$ cat src/rtl/buzzer_status_pattern_sequencer_assert.svh
// ----------------------------------------------------------------------------
// buzzer sequencer assertion macros
// clocked assertion helpers used by the top-level rtl file
// ----------------------------------------------------------------------------
`ifndef BUZZER_STATUS_PATTERN_SEQUENCER_ASSERT_SVH
`define BUZZER_STATUS_PATTERN_SEQUENCER_ASSERT_SVH

// plain implication check, off during reset
`define BSPS_ASSERT(label, clk, rst, prop, msg) \
   label: assert property (@(posedge clk) disable iff (rst) prop) else $error(msg);

// check that also runs during reset
`define BSPS_ASSERT_ALWAYS(label, clk, prop, msg) \
   label: assert property (@(posedge clk) prop) else $error(msg);

`endif

$ cat src/rtl/bsps_pkg.sv
// ----------------------------------------------------------------------------
// bsps_pkg
// types, codes and the pattern rom of the buzzer pattern sequencer
// ----------------------------------------------------------------------------
`timescale 1ns / 1ps

package bsps_pkg;

   localparam int NUM_EVENTS = 22;
   localparam int TBL_STEPS  = 4;

   // commands
   localparam logic [1:0] CMD_TICK     = 2'd0;
   localparam logic [1:0] CMD_SNAPSHOT = 2'd1;
   localparam logic [1:0] CMD_EVENT    = 2'd2;

   // register indexes
   localparam logic REG_ENABLE      = 1'b0;
   localparam logic REG_ACTIVE_HIGH = 1'b1;

   // status flag bit positions
   localparam int FLAG_FAULT       = 0;
   localparam int FLAG_LOWBAT      = 1;
   localparam int FLAG_OVERTEMP    = 2;
   localparam int FLAG_OVERCURRENT = 3;
   localparam int FLAG_MAINS       = 4;
   localparam int FLAG_ONBATTERY   = 5;
   localparam int FLAG_CHARGING    = 6;
   localparam int FLAG_BATFULL     = 7;
   localparam int FLAG_RAIL48V     = 8;
   localparam int FLAG_LINKUP      = 9;
   localparam int FLAG_COMMERROR   = 10;

   // event codes
   localparam logic [4:0] EV_STARTUP      = 5'd0;
   localparam logic [4:0] EV_PAIR_REQ     = 5'd1;
   localparam logic [4:0] EV_CFG_PROMPT   = 5'd2;
   localparam logic [4:0] EV_CFG_MODE     = 5'd3;
   localparam logic [4:0] EV_CFG_SAVED    = 5'd4;
   localparam logic [4:0] EV_LINK_FOUND   = 5'd5;
   localparam logic [4:0] EV_LINK_LOST    = 5'd6;
   localparam logic [4:0] EV_MAINS_ON     = 5'd7;
   localparam logic [4:0] EV_MAINS_DROP   = 5'd8;
   localparam logic [4:0] EV_BATTERY_RUN  = 5'd9;
   localparam logic [4:0] EV_CHARGING     = 5'd10;
   localparam logic [4:0] EV_BATTERY_FULL = 5'd11;
   localparam logic [4:0] EV_BATTERY_LOW  = 5'd12;
   localparam logic [4:0] EV_RAIL_ON      = 5'd13;
   localparam logic [4:0] EV_RAIL_OFF     = 5'd14;
   localparam logic [4:0] EV_CURRENT_HIGH = 5'd15;
   localparam logic [4:0] EV_TEMP_HIGH    = 5'd16;
   localparam logic [4:0] EV_COMM_FAIL    = 5'd17;
   localparam logic [4:0] EV_TEST_PASS    = 5'd18;
   localparam logic [4:0] EV_TEST_FAIL    = 5'd19;
   localparam logic [4:0] EV_SHUTDOWN     = 5'd20;
   localparam logic [4:0] EV_SYS_FAULT    = 5'd21;

   typedef struct packed {
      logic [10:0] last_status;
      logic        have_last;
      logic        playing;
      logic [4:0]  active_event;
      logic [1:0]  step_index;
      logic        in_pause;
      logic [7:0]  ms_left;
   } state_type;

   localparam state_type STATE_RESET = '0;

   typedef struct packed {
      logic        tone_on;
      logic [10:0] tone_freq;
      logic        idle_level;
      logic        busy_res;
      logic [4:0]  current_event;
   } result_type;

   typedef struct packed {
      logic [10:0] freq;
      logic [7:0]  dur;
      logic [7:0]  pause;
   } step_type;

   function automatic step_type pat_step(input logic [4:0] ev, input logic [1:0] idx);
      step_type row [TBL_STEPS];
      row = '{default: '0};
      case (ev)
         EV_STARTUP:      row = '{'{11'd700, 8'd60, 8'd40}, '{11'd1200, 8'd60, 8'd40},
                                  '{11'd1700, 8'd80, 8'd0}, '0};
         EV_PAIR_REQ:     row = '{'{11'd900, 8'd60, 8'd60}, '{11'd1200, 8'd60, 8'd60},
                                  '{11'd1500, 8'd120, 8'd200}, '0};
         EV_CFG_PROMPT:   row = '{'{11'd1100, 8'd40, 8'd80}, '{11'd1100, 8'd40, 8'd0}, '0, '0};
         EV_CFG_MODE:     row = '{'{11'd1000, 8'd40, 8'd60}, '{11'd1000, 8'd40, 8'd200},
                                  '{11'd1000, 8'd40, 8'd0}, '0};
         EV_CFG_SAVED:    row = '{'{11'd1400, 8'd60, 8'd40}, '{11'd1800, 8'd80, 8'd0}, '0, '0};
         EV_LINK_FOUND:   row = '{'{11'd1100, 8'd40, 8'd30}, '{11'd1400, 8'd50, 8'd0}, '0, '0};
         EV_LINK_LOST:    row = '{'{11'd1000, 8'd60, 8'd40}, '{11'd800, 8'd60, 8'd0}, '0, '0};
         EV_MAINS_ON:     row = '{'{11'd900, 8'd60, 8'd30}, '{11'd1200, 8'd60, 8'd0}, '0, '0};
         EV_MAINS_DROP:   row = '{'{11'd500, 8'd180, 8'd120}, '{11'd500, 8'd180, 8'd0}, '0, '0};
         EV_BATTERY_RUN:  row = '{'{11'd950, 8'd50, 8'd50}, '{11'd1050, 8'd50, 8'd0}, '0, '0};
         EV_CHARGING:     row = '{'{11'd1200, 8'd30, 8'd40}, '{11'd1200, 8'd30, 8'd0}, '0, '0};
         EV_BATTERY_FULL: row = '{'{11'd1600, 8'd80, 8'd0}, '0, '0, '0};
         EV_BATTERY_LOW:  row = '{'{11'd450, 8'd120, 8'd120}, '{11'd450, 8'd120, 8'd0}, '0, '0};
         EV_RAIL_ON:      row = '{'{11'd1000, 8'd40, 8'd30}, '{11'd1300, 8'd60, 8'd0}, '0, '0};
         EV_RAIL_OFF:     row = '{'{11'd900, 8'd40, 8'd30}, '{11'd700, 8'd60, 8'd0}, '0, '0};
         EV_CURRENT_HIGH: row = '{'{11'd300, 8'd80, 8'd40}, '{11'd300, 8'd80, 8'd40},
                                  '{11'd300, 8'd80, 8'd0}, '0};
         EV_TEMP_HIGH:    row = '{'{11'd2000, 8'd40, 8'd60}, '{11'd2000, 8'd40, 8'd60},
                                  '{11'd2000, 8'd40, 8'd0}, '0};
         EV_COMM_FAIL:    row = '{'{11'd800, 8'd50, 8'd120}, '{11'd800, 8'd50, 8'd0}, '0, '0};
         EV_TEST_PASS:    row = '{'{11'd1200, 8'd50, 8'd30}, '{11'd1500, 8'd50, 8'd30},
                                  '{11'd1800, 8'd60, 8'd0}, '0};
         EV_TEST_FAIL:    row = '{'{11'd500, 8'd80, 8'd60}, '{11'd500, 8'd80, 8'd60},
                                  '{11'd500, 8'd120, 8'd0}, '0};
         EV_SHUTDOWN:     row = '{'{11'd1500, 8'd60, 8'd40}, '{11'd1000, 8'd60, 8'd40},
                                  '{11'd700, 8'd60, 8'd0}, '0};
         EV_SYS_FAULT:    row = '{'{11'd350, 8'd100, 8'd60}, '{11'd350, 8'd100, 8'd60},
                                  '{11'd350, 8'd100, 8'd60}, '{11'd350, 8'd100, 8'd0}};
         default:         row = '{default: '0};
      endcase
      return row[idx];
   endfunction

   function automatic logic [2:0] pat_len(input logic [4:0] ev);
      logic [2:0] n;
      case (ev) inside
         EV_STARTUP, EV_PAIR_REQ, EV_CFG_MODE, EV_CURRENT_HIGH, EV_TEMP_HIGH,
         EV_TEST_PASS, EV_TEST_FAIL, EV_SHUTDOWN: n = 3'd3;
         EV_BATTERY_FULL: n = 3'd1;
         EV_SYS_FAULT:    n = 3'd4;
         default:         n = 3'd2;
      endcase
      return n;
   endfunction

endpackage

$ cat src/rtl/bsps_state_mem.sv
// ----------------------------------------------------------------------------
// bsps_state_mem
// single-entry state memory with registered read, write forwarding,
// a valid bit for reset and a pending clear from the enable register
// ----------------------------------------------------------------------------
`timescale 1ns / 1ps

module bsps_state_mem
   import bsps_pkg::*;
(
   input  logic      clock,
   input  logic      reset,
   input  logic      wr_en,
   input  state_type wr_data,
   input  logic      clr_req,
   output state_type rd_state
);

   state_type mem_ff [1];
   state_type rd_data_ff;
   state_type fwd_data_ff;
   logic      fwd_ff;
   logic      valid_ff;
   logic      clr_pend_ff;
   state_type raw;

   always_ff @(posedge clock) begin
      if (wr_en) begin
         mem_ff[0] <= wr_data;
      end
      rd_data_ff  <= mem_ff[0];
      fwd_data_ff <= wr_data;
   end

   always_ff @(posedge clock) begin
      if (reset) begin
         fwd_ff      <= 1'b0;
         valid_ff    <= 1'b0;
         clr_pend_ff <= 1'b0;
      end else begin
         fwd_ff <= wr_en;
         if (wr_en) begin
            valid_ff <= 1'b1;
         end
         if (clr_req) begin
            clr_pend_ff <= 1'b1;
         end else if (wr_en) begin
            clr_pend_ff <= 1'b0;
         end
      end
   end

   // the read issued with a write sees old data, take the written word instead
   always_comb begin
      if (fwd_ff) begin
         raw = fwd_data_ff;
      end else if (valid_ff) begin
         raw = rd_data_ff;
      end else begin
         raw = STATE_RESET;
      end
      rd_state = raw;
      if (clr_pend_ff) begin
         rd_state.playing    = 1'b0;
         rd_state.in_pause   = 1'b0;
         rd_state.ms_left    = '0;
         rd_state.step_index = '0;
      end
   end

endmodule

$ cat config.mk
export PLATFORM = sky130hd
export DESIGN_NAME = bsps_state_mem
export DESIGN_NICKNAME = d
export VERILOG_FILES = /design/src/rtl/buzzer_status_pattern_sequencer_assert.svh /design/src/rtl/bsps_pkg.sv /design/src/rtl/bsps_state_mem.sv
export SDC_FILE = /design/constraint.sdc
export NUM_CORES = 1
export LEC_CHECK = 0
export BUFFER_PORTS_ARGS = -buffer_cell sky130_fd_sc_hd__buf_2
export CORE_ASPECT_RATIO = 0.5
export CORE_MARGIN = 10
export CORE_UTILIZATION = 46
export DETAILED_ROUTE_END_ITERATION = 8
export GPL_ROUTABILITY_DRIVEN = 0
export PLACE_DENSITY = 0.77
export SLEW_MARGIN = 5
export SYNTH_ARGS = -nofsm -noshare
export SYNTH_HDL_FRONTEND = slang
export SYNTH_SLANG_ARGS = --single-unit
$ cat constraint.sdc
create_clock -name clock -period 1.2 [get_ports clock]
set_clock_uncertainty 0.2 [all_clocks]
set_input_delay 0.12 -clock clock [delete_from_list [all_inputs] [get_ports clock]]
set_output_delay 0.12 -clock clock [all_outputs]
set_load 0.01 [all_outputs]
==> impl_results.md, run 1 <==
* Yosys warnings at 0
* Leakage at 0.00152 uW
* Placed cell areas at 2880 sq um
* Post-route insts no fill at 320
* Total routing resource utilization after global routing at 11.1%
* Met2 routing resource usage after global routing at 20.2%
* Total number of vias at 1489
* Count of TritonRoute iterations in the first routing pass at 4
* Area added between synthesis and finish at 42.5%
* Antenna Nets Post-Route at 0
* Per-cell via count in the routed design at 4.65
* Boundary pin count at 62
* Worst vdd ir at 0.783 mV
* Post-route clock period utilization at 139%
* Clock root cell: sky130_fd_sc_hd__clkbuf_8
* Syn Std Cell Area at 2500 sq um
* Synthesis-stage register bit count at 90
* Clock slew at the register clock pins of the worst setup and hold paths at 0.08 ns
* Number of DRC markers in iteration 0 at 86
* Number of H-tree levels at 3
* Highest net fanout along the worst path at 5
* TritonCTS clock tree: yes
* Proportion of layout cells with a drive suffix above 1 at 38.0%
* First-pass GRT wire length at 7910 um
* Worst Path Arrival at 1.35 ns
* Average size of a mapped cell at 18.1 sq um
* Status: complete, but fails checks
* Distinct cell type count after synthesis at 17
* Number of global-route vias before repair at 1591
* Port buffer count at 61
* Max Transition Viols Final at 0
* Layer carrying the most global-route usage: met2
* Least setup slack across all paths after layout at -0.472 ns
* Internal Dissipation at 4880 uW
* Placed Instances at 268
* Routing usage on met3 at 4.06%
* Min Hold Slack at 0.0334 ns
* Initial Utilization at 49.1%
* Number of CTS-inserted buffers at 9
* Most common cell after layout, fill and taps aside: sky130_fd_sc_hd__buf_2
* Chip Width at 124 um
* Height of the die at 72.1 um
* Num rows at 18
* Min-delay worst type: in -> reg
* Combinational share of power at 8.2%
* Max_slew headroom at 84.1%
* Deepest clock path buffer count at 2
* Critical Path End Type: output port
* Share of total power in the clock network at 35.6%
* Total global routing overflow at 0
* Sequential cell fraction of total power at 56.2%
* Number of antenna violations at the first check in global routing at 0
* Worst EP required at 0.88 ns
* Number of standard cells after synthesis at 138
* Highest achievable clock rate at 598 MHz
* Total number of clock tree sinks at 90
* Violations in the final reports: setup timing
* P_sw at 1220 uW
* DRC errors left at 0
* Power consumption at 6100 uW
* Top library cells by usage in the layout, fill and taps aside: sky130_fd_sc_hd__buf_2, sky130_fd_sc_hd__dfxtp_1, sky130_fd_sc_hd__dlygate4sd3_1
* Transition time at the pin with the least slew margin at 0.238 ns
* Total wire length at 5110 um
* DPL Wire Length at 3260 um
* PwrDens at 1710 nW/um^2
* Final Net Count at 278
* Worst Setup Path Type: reg -> out
* Std-Cell Core Area at 5090 sq um
* Antenna cell count at 0
* Setup repair after global routing missed its margin: yes
* Met1 track demand over resource at 11.2%
* Routed wire length per instance at 16.0 um
* Area of the die at 8960 sq um
* Pin count of the biggest net entering global routing at 33
* Final design area excluding fillers at 3560 sq um
* Number of setup violations in the final report at 29
* Clock Latency Late Sink at 0.34 ns
* Number of failing hold endpoints at the final stage at 0
* Share of synthesized area occupied by flip-flops and latches at 83.7%
* Setup crit start kind: flip-flop
* Count of maximum capacitance violations at 0
* Switching power share of the total at 20.0%
* Number of nets produced by synthesis at 171
* Post-route minimum period at 1.67 ns
## sequential cells by signal, summed over array words and instances (netlist names)
| register | cells |
|---|---|
| clr_pend_ff | 1 |
| fwd_data_ff | 29 |
| fwd_ff | 1 |
| mem_ff | 29 |
| rd_data_ff | 29 |
| valid_ff | 1 |
## routing by layer
metal	part of all wire, %	wire length [um]	up-vias
met5	0	0	-
met4	1.4	70	0
met3	4.9	248	9
met2	53	2710	36
met1	41	2080	719
li1	-	-	725
## through the flow
stage	setup TNS, ns	utilization, %	setup WS [ns]
floorplan	-0.0289	-	-0.00289
global placement	-4.22	56.7	-0.281
detailed placement	-5.49	56.7	-0.335
CTS	-12.44	68.4	-0.460
global route	-14.21	69.9	-0.517
finish	-12.83	69.9	-0.472
## layout make-up
class	count	area, sq um
Clock buffer	12	145
Clock inverter	4	76.3
Fill cell	332	1530
Inverter	2	7.51
Multi-Input combinational cell	39	345
Sequential cell	90	2100
Tap cell	70	87.6
Timing Repair Buffer	103	797
## timing repair
| action | 4_1_cts | 5_1_grt |
|---|---|---|
| endpoints found under the setup margin | 29 | 29 |
| hold endpoints to repair | 61 | 0 |
| hold buffers | 31 | 0 |
| setup buffers | 2 | 2 |
| pin swaps | 12 | 2 |
| gates cloned | 0 | 2 |
| gates resized for setup | 11 | 9 |
## path summary, 6_finish.rpt
check	from	depth (start not counted)	endpoint	slack, ns
setup / recovery	fwd_ff$_SDFF_PP0_	4	rd_state[23]	-0.47
setup reg to reg	valid_ff$_SDFFE_PP0P_	3	valid_ff$_SDFFE_PP0P_	0.30
hold reg to reg	mem_ff[0][10]$_DFFE_PP_	0	rd_data_ff[10]$_DFF_P_	0.14
hold / removal	wr_en	2	mem_ff[0][18]$_DFFE_PP_	0.03
## worst max-delay path, cell delays in order, from the launching register on
cell and delay [ns]:
sky130_fd_sc_hd__dfxtp_4 0.38, sky130_fd_sc_hd__buf_4 0.16, sky130_fd_sc_hd__clkbuf_16 0.15, sky130_fd_sc_hd__a22o_1 0.20
sky130_fd_sc_hd__buf_2 0.14
## power groups by stage
stage	Sequential, uW	Clock (uW)	Combinational [uW]
after floorplan	3470	0	187
after global placement	3480	0	359
after detailed placement	3500	0	371
after CTS	3430	2230	477
after global routing	3450	2340	545
final	3430	2170	502
## synth_stat cells (all sizes together)
master / count / area [sq um]
inv: 2 / 7.50
a22o: 16 / 140
a21oi: 1 / 5.00
o21ai: 1 / 5.00
nor2b: 4 / 30.0
nand2: 2 / 7.51
edfxtp: 29 / 871
dfxtp: 61 / 1220
nand2b: 1 / 6.26
nor2: 2 / 7.51
a32o: 12 / 120
buf: 7 / 77.6
## kinds of logic (layout without fill, tap and decap cells)
kind of cell / after synthesis / after routing / share of synthesized area [%]
and+or+nand+nor: 9 / 9 / 2.05
DFF: 90 / 90 / 83.7
buffers and inverters: 9 / 121 / 3.40
AOI/OAI and AO/OA: 30 / 30 / 10.8
Note: power is estimated with default switching activity, not from simulation.
==> run 2: changes to the inputs <==
ABC_AREA = 1   (was not set)
CORE_UTILIZATION = 45   (was 46)
PLACE_DENSITY = 0.76   (was 0.77)
==> run 2 against run 1 <==
  * The flow still finishes with violations (setup timing)
  * Critical endpoint is now rd_state[16]
  * Die area is 4.0% higher
  * Core utilization is 3.4 points lower
  * Synthesized cell count up 41%
  * Critical path depth up 1
  * Via count grew 14%
  * Largest cell class unchanged
  * Critical path type unchanged
==> impl_results.md, run 2 <==
* Status: complete, but fails checks
* Violations in the final reports: setup timing
* Hold Crit Depth at 2
* Worst Setup Path Type: reg -> out
* Storage cell area at 2100 sq um
* DPL Wire Length at 3490 um
* Top Registers: fwd_data_ff x29, mem_ff x29, rd_data_ff x29
* Number of failing hold endpoints at the final stage at 0
* Total number of clock tree sinks at 90
* Number of setup violations in the final report at 29
* Number of antenna violations at the first check in global routing at 0
* Total routing resource utilization after global routing at 12.0%
* Path depth of the worst reg2reg path at 2
* Final Util at 66.6%
* Height of the die at 73.4 um
* Routed wire length per instance at 14.8 um
* Distinct cell type count after synthesis at 11
* Worst R2R End: clr_pend_ff$_SDFFE_PP0P_
* Clock Latency Late Sink at 0.33 ns
* First-pass GRT wire length at 8680 um
* Worst vdd ir at 1.18 mV
* Min-Delay Endpoint: mem_ff[0][14]$_DFFE_PP_
* Critical Path End Type: output port
* Initial Utilization at 46.6%
* EDFF count, synth at 29
* Share of synthesized area occupied by flip-flops and latches at 81.4%
* Hold Crit Start: wr_en
* Layout fillers at 390
* Post-route minimum period at 1.59 ns
* Total number of vias at 1699
* Min-delay worst type: in -> reg
* Leakage at 0.00162 uW
* Pin count of the biggest net entering global routing at 32
* Leading cell type by number of instances after synthesis: sky130_fd_sc_hd__dfxtp_1
* Chip Width at 127 um
* Per-cell via count in the routed design at 4.52
* Setup crit start kind: flip-flop
* Placed Instances at 328
* Clock slew at the register clock pins of the worst setup and hold paths at 0.06 ns
* Min Hold Slack at 0.0535 ns
* Number of DRC markers in iteration 0 at 118
* Yosys warnings at 0
* Dominant cells by area after synthesis: sky130_fd_sc_hd__dfxtp_1, sky130_fd_sc_hd__edfxtp_1, sky130_fd_sc_hd__nand2_1, sky130_fd_sc_hd__nand3_1, sky130_fd_sc_hd__a21oi_1
* Final sum of negative setup slack at -9.77 ns
* Port buffer count at 61
* Worst EP required at 0.88 ns
* Highest net fanout along the worst path at 4
* Boundary pin count at 62
* Top cells by instance count after synthesis: sky130_fd_sc_hd__dfxtp_1, sky130_fd_sc_hd__nand2_1, sky130_fd_sc_hd__edfxtp_1, sky130_fd_sc_hd__nand3_1, sky130_fd_sc_hd__a21oi_1
* Post-route clock period utilization at 133%
* Area of the die at 9310 sq um
* Max_slew headroom at 78.6%
* Cell type of the slowest stage on the worst timing path: sky130_fd_sc_hd__dfxtp_4
* Sum of buffers and inverters on the critical path at 3
* Average size of a mapped cell at 13.2 sq um
* Post-synth ARST share at 0%
* Crit path largest cell delay at 0.37 ns
* PwrDens at 1790 nW/um^2
* Crit path cell chain: inv_4 > buf_4 > nand3_1 > a21oi_1 > buf_2
* Worst slack after detailed placement at -0.104 ns
* DRC errors left at 0
* Total wire length at 5580 um
* Post-route insts no fill at 376
* Reg-to-reg slack, setup at 0.16 ns
* Count of TritonRoute iterations in the first routing pass at 5
* Antenna Nets Post-Route at 0
* Syn Std Cell Area at 2570 sq um
* Yosys top cell area share at 47.5%
* Total global routing overflow at 0
* Count of maximum capacitance violations at 0
* Number of CTS-inserted buffers at 9
* Proportion of layout cells with a drive suffix above 1 at 33.4%
* Least setup slack across all paths after layout at -0.394 ns
* Std-Cell Core Area at 5520 sq um
* Multi-input combinational cell area at 447 sq um
* Final Net Count at 330
* Number of nets produced by synthesis at 227
* Flip-flop cell with the highest count after synthesis: sky130_fd_sc_hd__dfxtp_1
* Number of standard cells after synthesis at 194
* Number of H-tree levels at 3
* Transition time at the pin with the least slew margin at 0.321 ns
* CP top delay family: flip-flops
* Clock root cell: sky130_fd_sc_hd__clkbuf_16
* Library cell occupying the most area in the post-synthesis netlist: sky130_fd_sc_hd__dfxtp_1
* Highest achievable clock rate at 627 MHz
* Setup repair after global routing missed its margin: yes
* Area added between synthesis and finish at 43.0%
* Number of global-route vias before repair at 1790
* Top library cells by usage in the layout, fill and taps aside: sky130_fd_sc_hd__buf_2, sky130_fd_sc_hd__dfxtp_1, sky130_fd_sc_hd__nand2_1
* Deepest clock path buffer count at 2
* Launch point of the worst reg-to-reg path: clr_pend_ff$_SDFFE_PP0P_
* TritonCTS clock tree: yes
* Num rows at 19
* Worst Path Arrival at 1.27 ns
* Most common cell after layout, fill and taps aside: sky130_fd_sc_hd__buf_2
* Synthesis-stage register bit count at 90
* Max Transition Viols Final at 0
[run 2: how the worst max path moves through the flow]
stage / startpoint / end / cells past startpoint
final: fwd_ff$_SDFF_PP0_ / rd_state[16] / 5
after global routing: fwd_ff$_SDFF_PP0_ / rd_state[10] / 5
after CTS: fwd_ff$_SDFF_PP0_ / rd_state[8] / 5
after detailed placement: fwd_ff$_SDFF_PP0_ / rd_state[8] / 4
after global placement: fwd_ff$_SDFF_PP0_ / rd_state[9] / 4
after floorplan: fwd_ff$_SDFF_PP0_ / rd_state[7] / 4
[run 2: power by group]
part	switching [uW]	internal [uW]
logic	243	243
registers	74.4	3370
clock network	1030	1600
total	1350	5200
[run 2: cells by family (layout without fill, tap and decap cells)]
logic type             after synthesis  after routing  share of synthesized area [%]
AO/OA/AOI/OAI                       13             13                           2.53
buffers and inverters               12            120                           3.07
flip-flops                          90             90                           81.4
other                                0              1                              0
AND/OR/NAND/NOR                     79             79                           13.0
[run 2: through the flow]
step	cell area [sq um]	total power, uW
floorplan	2570	3650
global placement	2980	3850
detailed placement	2980	3880
CTS	3620	6610
global route	3670	6790
finish	3670	6560
[run 2: per-layer routing]
metal	global-route usage (%)	up-vias	share of wire, %
li1	-	860	-
met1	11.8	782	41
met2	21.9	45	51
met3	5.03	12	5.5
met4	6.15	0	2.1
met5	0	-	0
[run 2: area by class of cell]
| cell class | count | share of cell area (%) |
|---|---|---|
| inverters | 2 | 0.273 |
| multi-input cells | 92 | 12.2 |
| flip-flops and latches | 90 | 57.1 |
| well taps | 73 | 2.49 |
| clock buffers | 10 | 6.24 |
| diodes | 1 | 0.0681 |
| repair buffers | 102 | 20.1 |
| clock inverters | 6 | 1.57 |
[run 2: repair_timing]
| action | 4_1_cts | 5_1_grt |
|---|---|---|
| hold buffers | 31 | 0 |
| setup buffers | 0 | 0 |
| pin swaps | 1 | 4 |
| hold endpoints to repair | 61 | 0 |
| setup endpoints to repair | 29 | 29 |
| gates resized for setup | 14 | 11 |
==> run 3: changes to the inputs <==
--- a/constraint.sdc
+++ b/constraint.sdc
@@ -4,2 +4,2 @@
 set_output_delay 0.12 -clock clock [all_outputs]
-set_load 0.01 [all_outputs]
+set_load 0.05 [all_outputs]
==> run 3 against run 2 <==
  * The run still ends with setup timing left
  * Clock power grew 21%
  * Cell count is 1.3% higher
  * Global-route usage grew 2.1 points
  * Worst hold slack lost 0.013 ns
  * Critical path depth stayed put
  * Sequential share of layout area down 11 points
  * Setup slack worse by 0.086 ns
  * Register-to-register slack lost 0.03 ns
  * Power increased by 18%
  * Critical path type unchanged
  * Largest power group unchanged
==> impl_results.md, run 3 (synthesis results as in run 2) <==
* Layout fillers at 258
* Least setup slack across all paths after layout at -0.480 ns
* Status: complete, but fails checks
* Max_slew headroom at 85.7%
* Area added between synthesis and finish at 76.6%
* Sum of buffers and inverters on the critical path at 3
* Hold Crit Start: wr_en
* Post-route clock period utilization at 140%
* Final Net Count at 336
* Port buffer count at 61
* Launch point of the worst reg-to-reg path: clr_pend_ff$_SDFFE_PP0P_
* Total wire length at 7590 um
* Worst Setup Path Type: reg -> out
* PwrDens at 1710 nW/um^2
* Antenna cell count at 0
* Number of antenna violations at the first check in global routing at 0
* First-pass GRT wire length at 10300 um
* Worst slack after detailed placement at -0.236 ns
* Area of the die at 9310 sq um
* Worst R2R End: clr_pend_ff$_SDFFE_PP0P_
* Initial Utilization at 46.6%
* Total routing resource utilization after global routing at 14.2%
* Num rows at 19
* Number of failing hold endpoints at the final stage at 0
* Proportion of layout cells with a drive suffix above 1 at 49.0%
* Clock Latency Late Sink at 0.33 ns
* Deepest clock path buffer count at 2
* Min-Delay Endpoint: mem_ff[0][7]$_DFFE_PP_
* Max Transition Viols Final at 0
* Number of global-route vias before repair at 2018
* Worst vdd ir at 1.25 mV
* CP top delay family: flip-flops
* Multi-input combinational cell area at 836 sq um
* Setup crit start kind: flip-flop
* Post-CTS setup-driven buffer insertion count at 0
* Clock root cell: sky130_fd_sc_hd__clkbuf_16
* Worst Path Arrival at 1.36 ns
* Std-Cell Core Area at 5520 sq um
* Setup repair after global routing missed its margin: yes
* Antenna Nets Post-Route at 0
* Worst EP required at 0.88 ns
* Post-route minimum period at 1.68 ns
* Per-cell via count in the routed design at 4.86
* Top Registers: fwd_data_ff x29, mem_ff x29, rd_data_ff x29
* Highest achievable clock rate at 595 MHz
* Total global routing overflow at 0
* Routed wire length per instance at 19.9 um
* Most common cell after layout, fill and taps aside: sky130_fd_sc_hd__dfxtp_1
* Crit path largest cell delay at 0.39 ns
* Number of H-tree levels at 3
* Min-delay worst type: in -> reg
* DRC errors left at 0
* Total number of clock tree sinks at 90
* Number of DRC markers in iteration 0 at 104
* Leakage at 0.00182 uW
* Cell type of the slowest stage on the worst timing path: sky130_fd_sc_hd__dfxtp_4
* Number of CTS-inserted buffers at 9
* Reg-to-reg slack, setup at 0.13 ns
* DPL Wire Length at 3690 um
* Placed cell areas at 3290 sq um
* Transition time at the pin with the least slew margin at 0.214 ns
* Violations in the final reports: setup timing
* Clock slew at the register clock pins of the worst setup and hold paths at 0.07 ns
* Pin count of the biggest net entering global routing at 26
* Storage cell area at 2100 sq um
* Highest net fanout along the worst path at 6
* Number of setup violations in the final report at 29
* Path depth of the worst reg2reg path at 3
* Hold Crit Depth at 2
* Count of TritonRoute iterations in the first routing pass at 4
* Crit path cell chain: clkinv_8 > buf_12 > nand3_2 > a21oi_4 > buf_8
* Critical Path End Type: output port
* Boundary pin count at 62
* Height of the die at 73.4 um
* Count of maximum capacitance violations at 0
* Chip Width at 127 um
* Final design area excluding fillers at 4540 sq um
* Total number of vias at 1850
* TritonCTS clock tree: yes
* Top library cells by usage in the layout, fill and taps aside: sky130_fd_sc_hd__dfxtp_1, sky130_fd_sc_hd__dlygate4sd3_1, sky130_fd_sc_hd__buf_2
[run 3: power by group]
group          internal (uW)  leakage [uW]  switching, uW  total [uW]
clock network           2040      0.000164           1130        3170
logic                    491      0.000859            630        1120
registers               3370      0.000799            103        3470
total                   5890       0.00182           1860        7760
[run 3: worst register-to-register path, stage by stage, from the launching register on]
cell and delay (ns):
sky130_fd_sc_hd__dfxtp_1 0.41, sky130_fd_sc_hd__buf_12 0.21, sky130_fd_sc_hd__a21oi_1 0.09, sky130_fd_sc_hd__nor2_1 0.11
[run 3: what timing repair did]
action                                  4_1_cts  5_1_grt
hold buffers                                 32        0
endpoints found under the hold margin        67        0
gates cloned                                  1        3
gates resized for setup                      87       39
endpoints found under the setup margin       29       29
pin swaps                                     0        2
[run 3: worst max path at each step]
stage                     startpoint      endpoint  slack [ns]  cells after the start
2_1_floorplan  valid_ff$_SDFFE_PP0P_   rd_state[9]       -0.05                      3
3_3_place_gp   valid_ff$_SDFFE_PP0P_   rd_state[5]       -0.18                      4
3_5_place_dp   valid_ff$_SDFFE_PP0P_  rd_state[16]       -0.24                      4
4_1_cts            fwd_ff$_SDFF_PP0_   rd_state[7]       -0.46                      4
5_1_grt            fwd_ff$_SDFF_PP0_   rd_state[7]       -0.53                      4
6_report           fwd_ff$_SDFF_PP0_   rd_state[3]       -0.48                      5
[run 3: per-stage QoR]
| step | cells | TNS, ns | hold slack (ns) | util [%] | power, uW |
|---|---|---|---|---|---|
| after floorplan | 194 | -0.609 | -0.0523 | - | 4000 |
| after detailed placement | 329 | -4.58 | 0.0378 | 59.7 | 4250 |
| after global placement | 329 | -3.89 | 0.0329 | 59.7 | 4220 |
| after global routing | 381 | -14.09 | 0.0484 | 82.2 | 7990 |
| final | 381 | -12.80 | 0.0406 | 82.2 | 7760 |
| after CTS | 378 | -11.29 | 0.0393 | 77.5 | 7570 |
[run 3: layout make-up]
cell class,count,share of cell area (%)
Sequential cell,90,46.3
Timing Repair Buffer,108,25.4
Multi-Input combinational cell,92,18.4
Clock buffer,11,5.13
Clock inverter,5,2.29
Tap cell,73,2.01
Inverter,2,0.441
[run 3: per-layer routing]
| layer | global-route usage (%) | wire length, um | share of wire [%] |
|---|---|---|---|
| met1 | 15.6 | 3280 | 43 |
| met2 | 25.4 | 3790 | 50 |
| met3 | 5.17 | 404 | 5.3 |
| met4 | 4.39 | 109 | 1.4 |
| met5 | 0 | 0 | 0 |
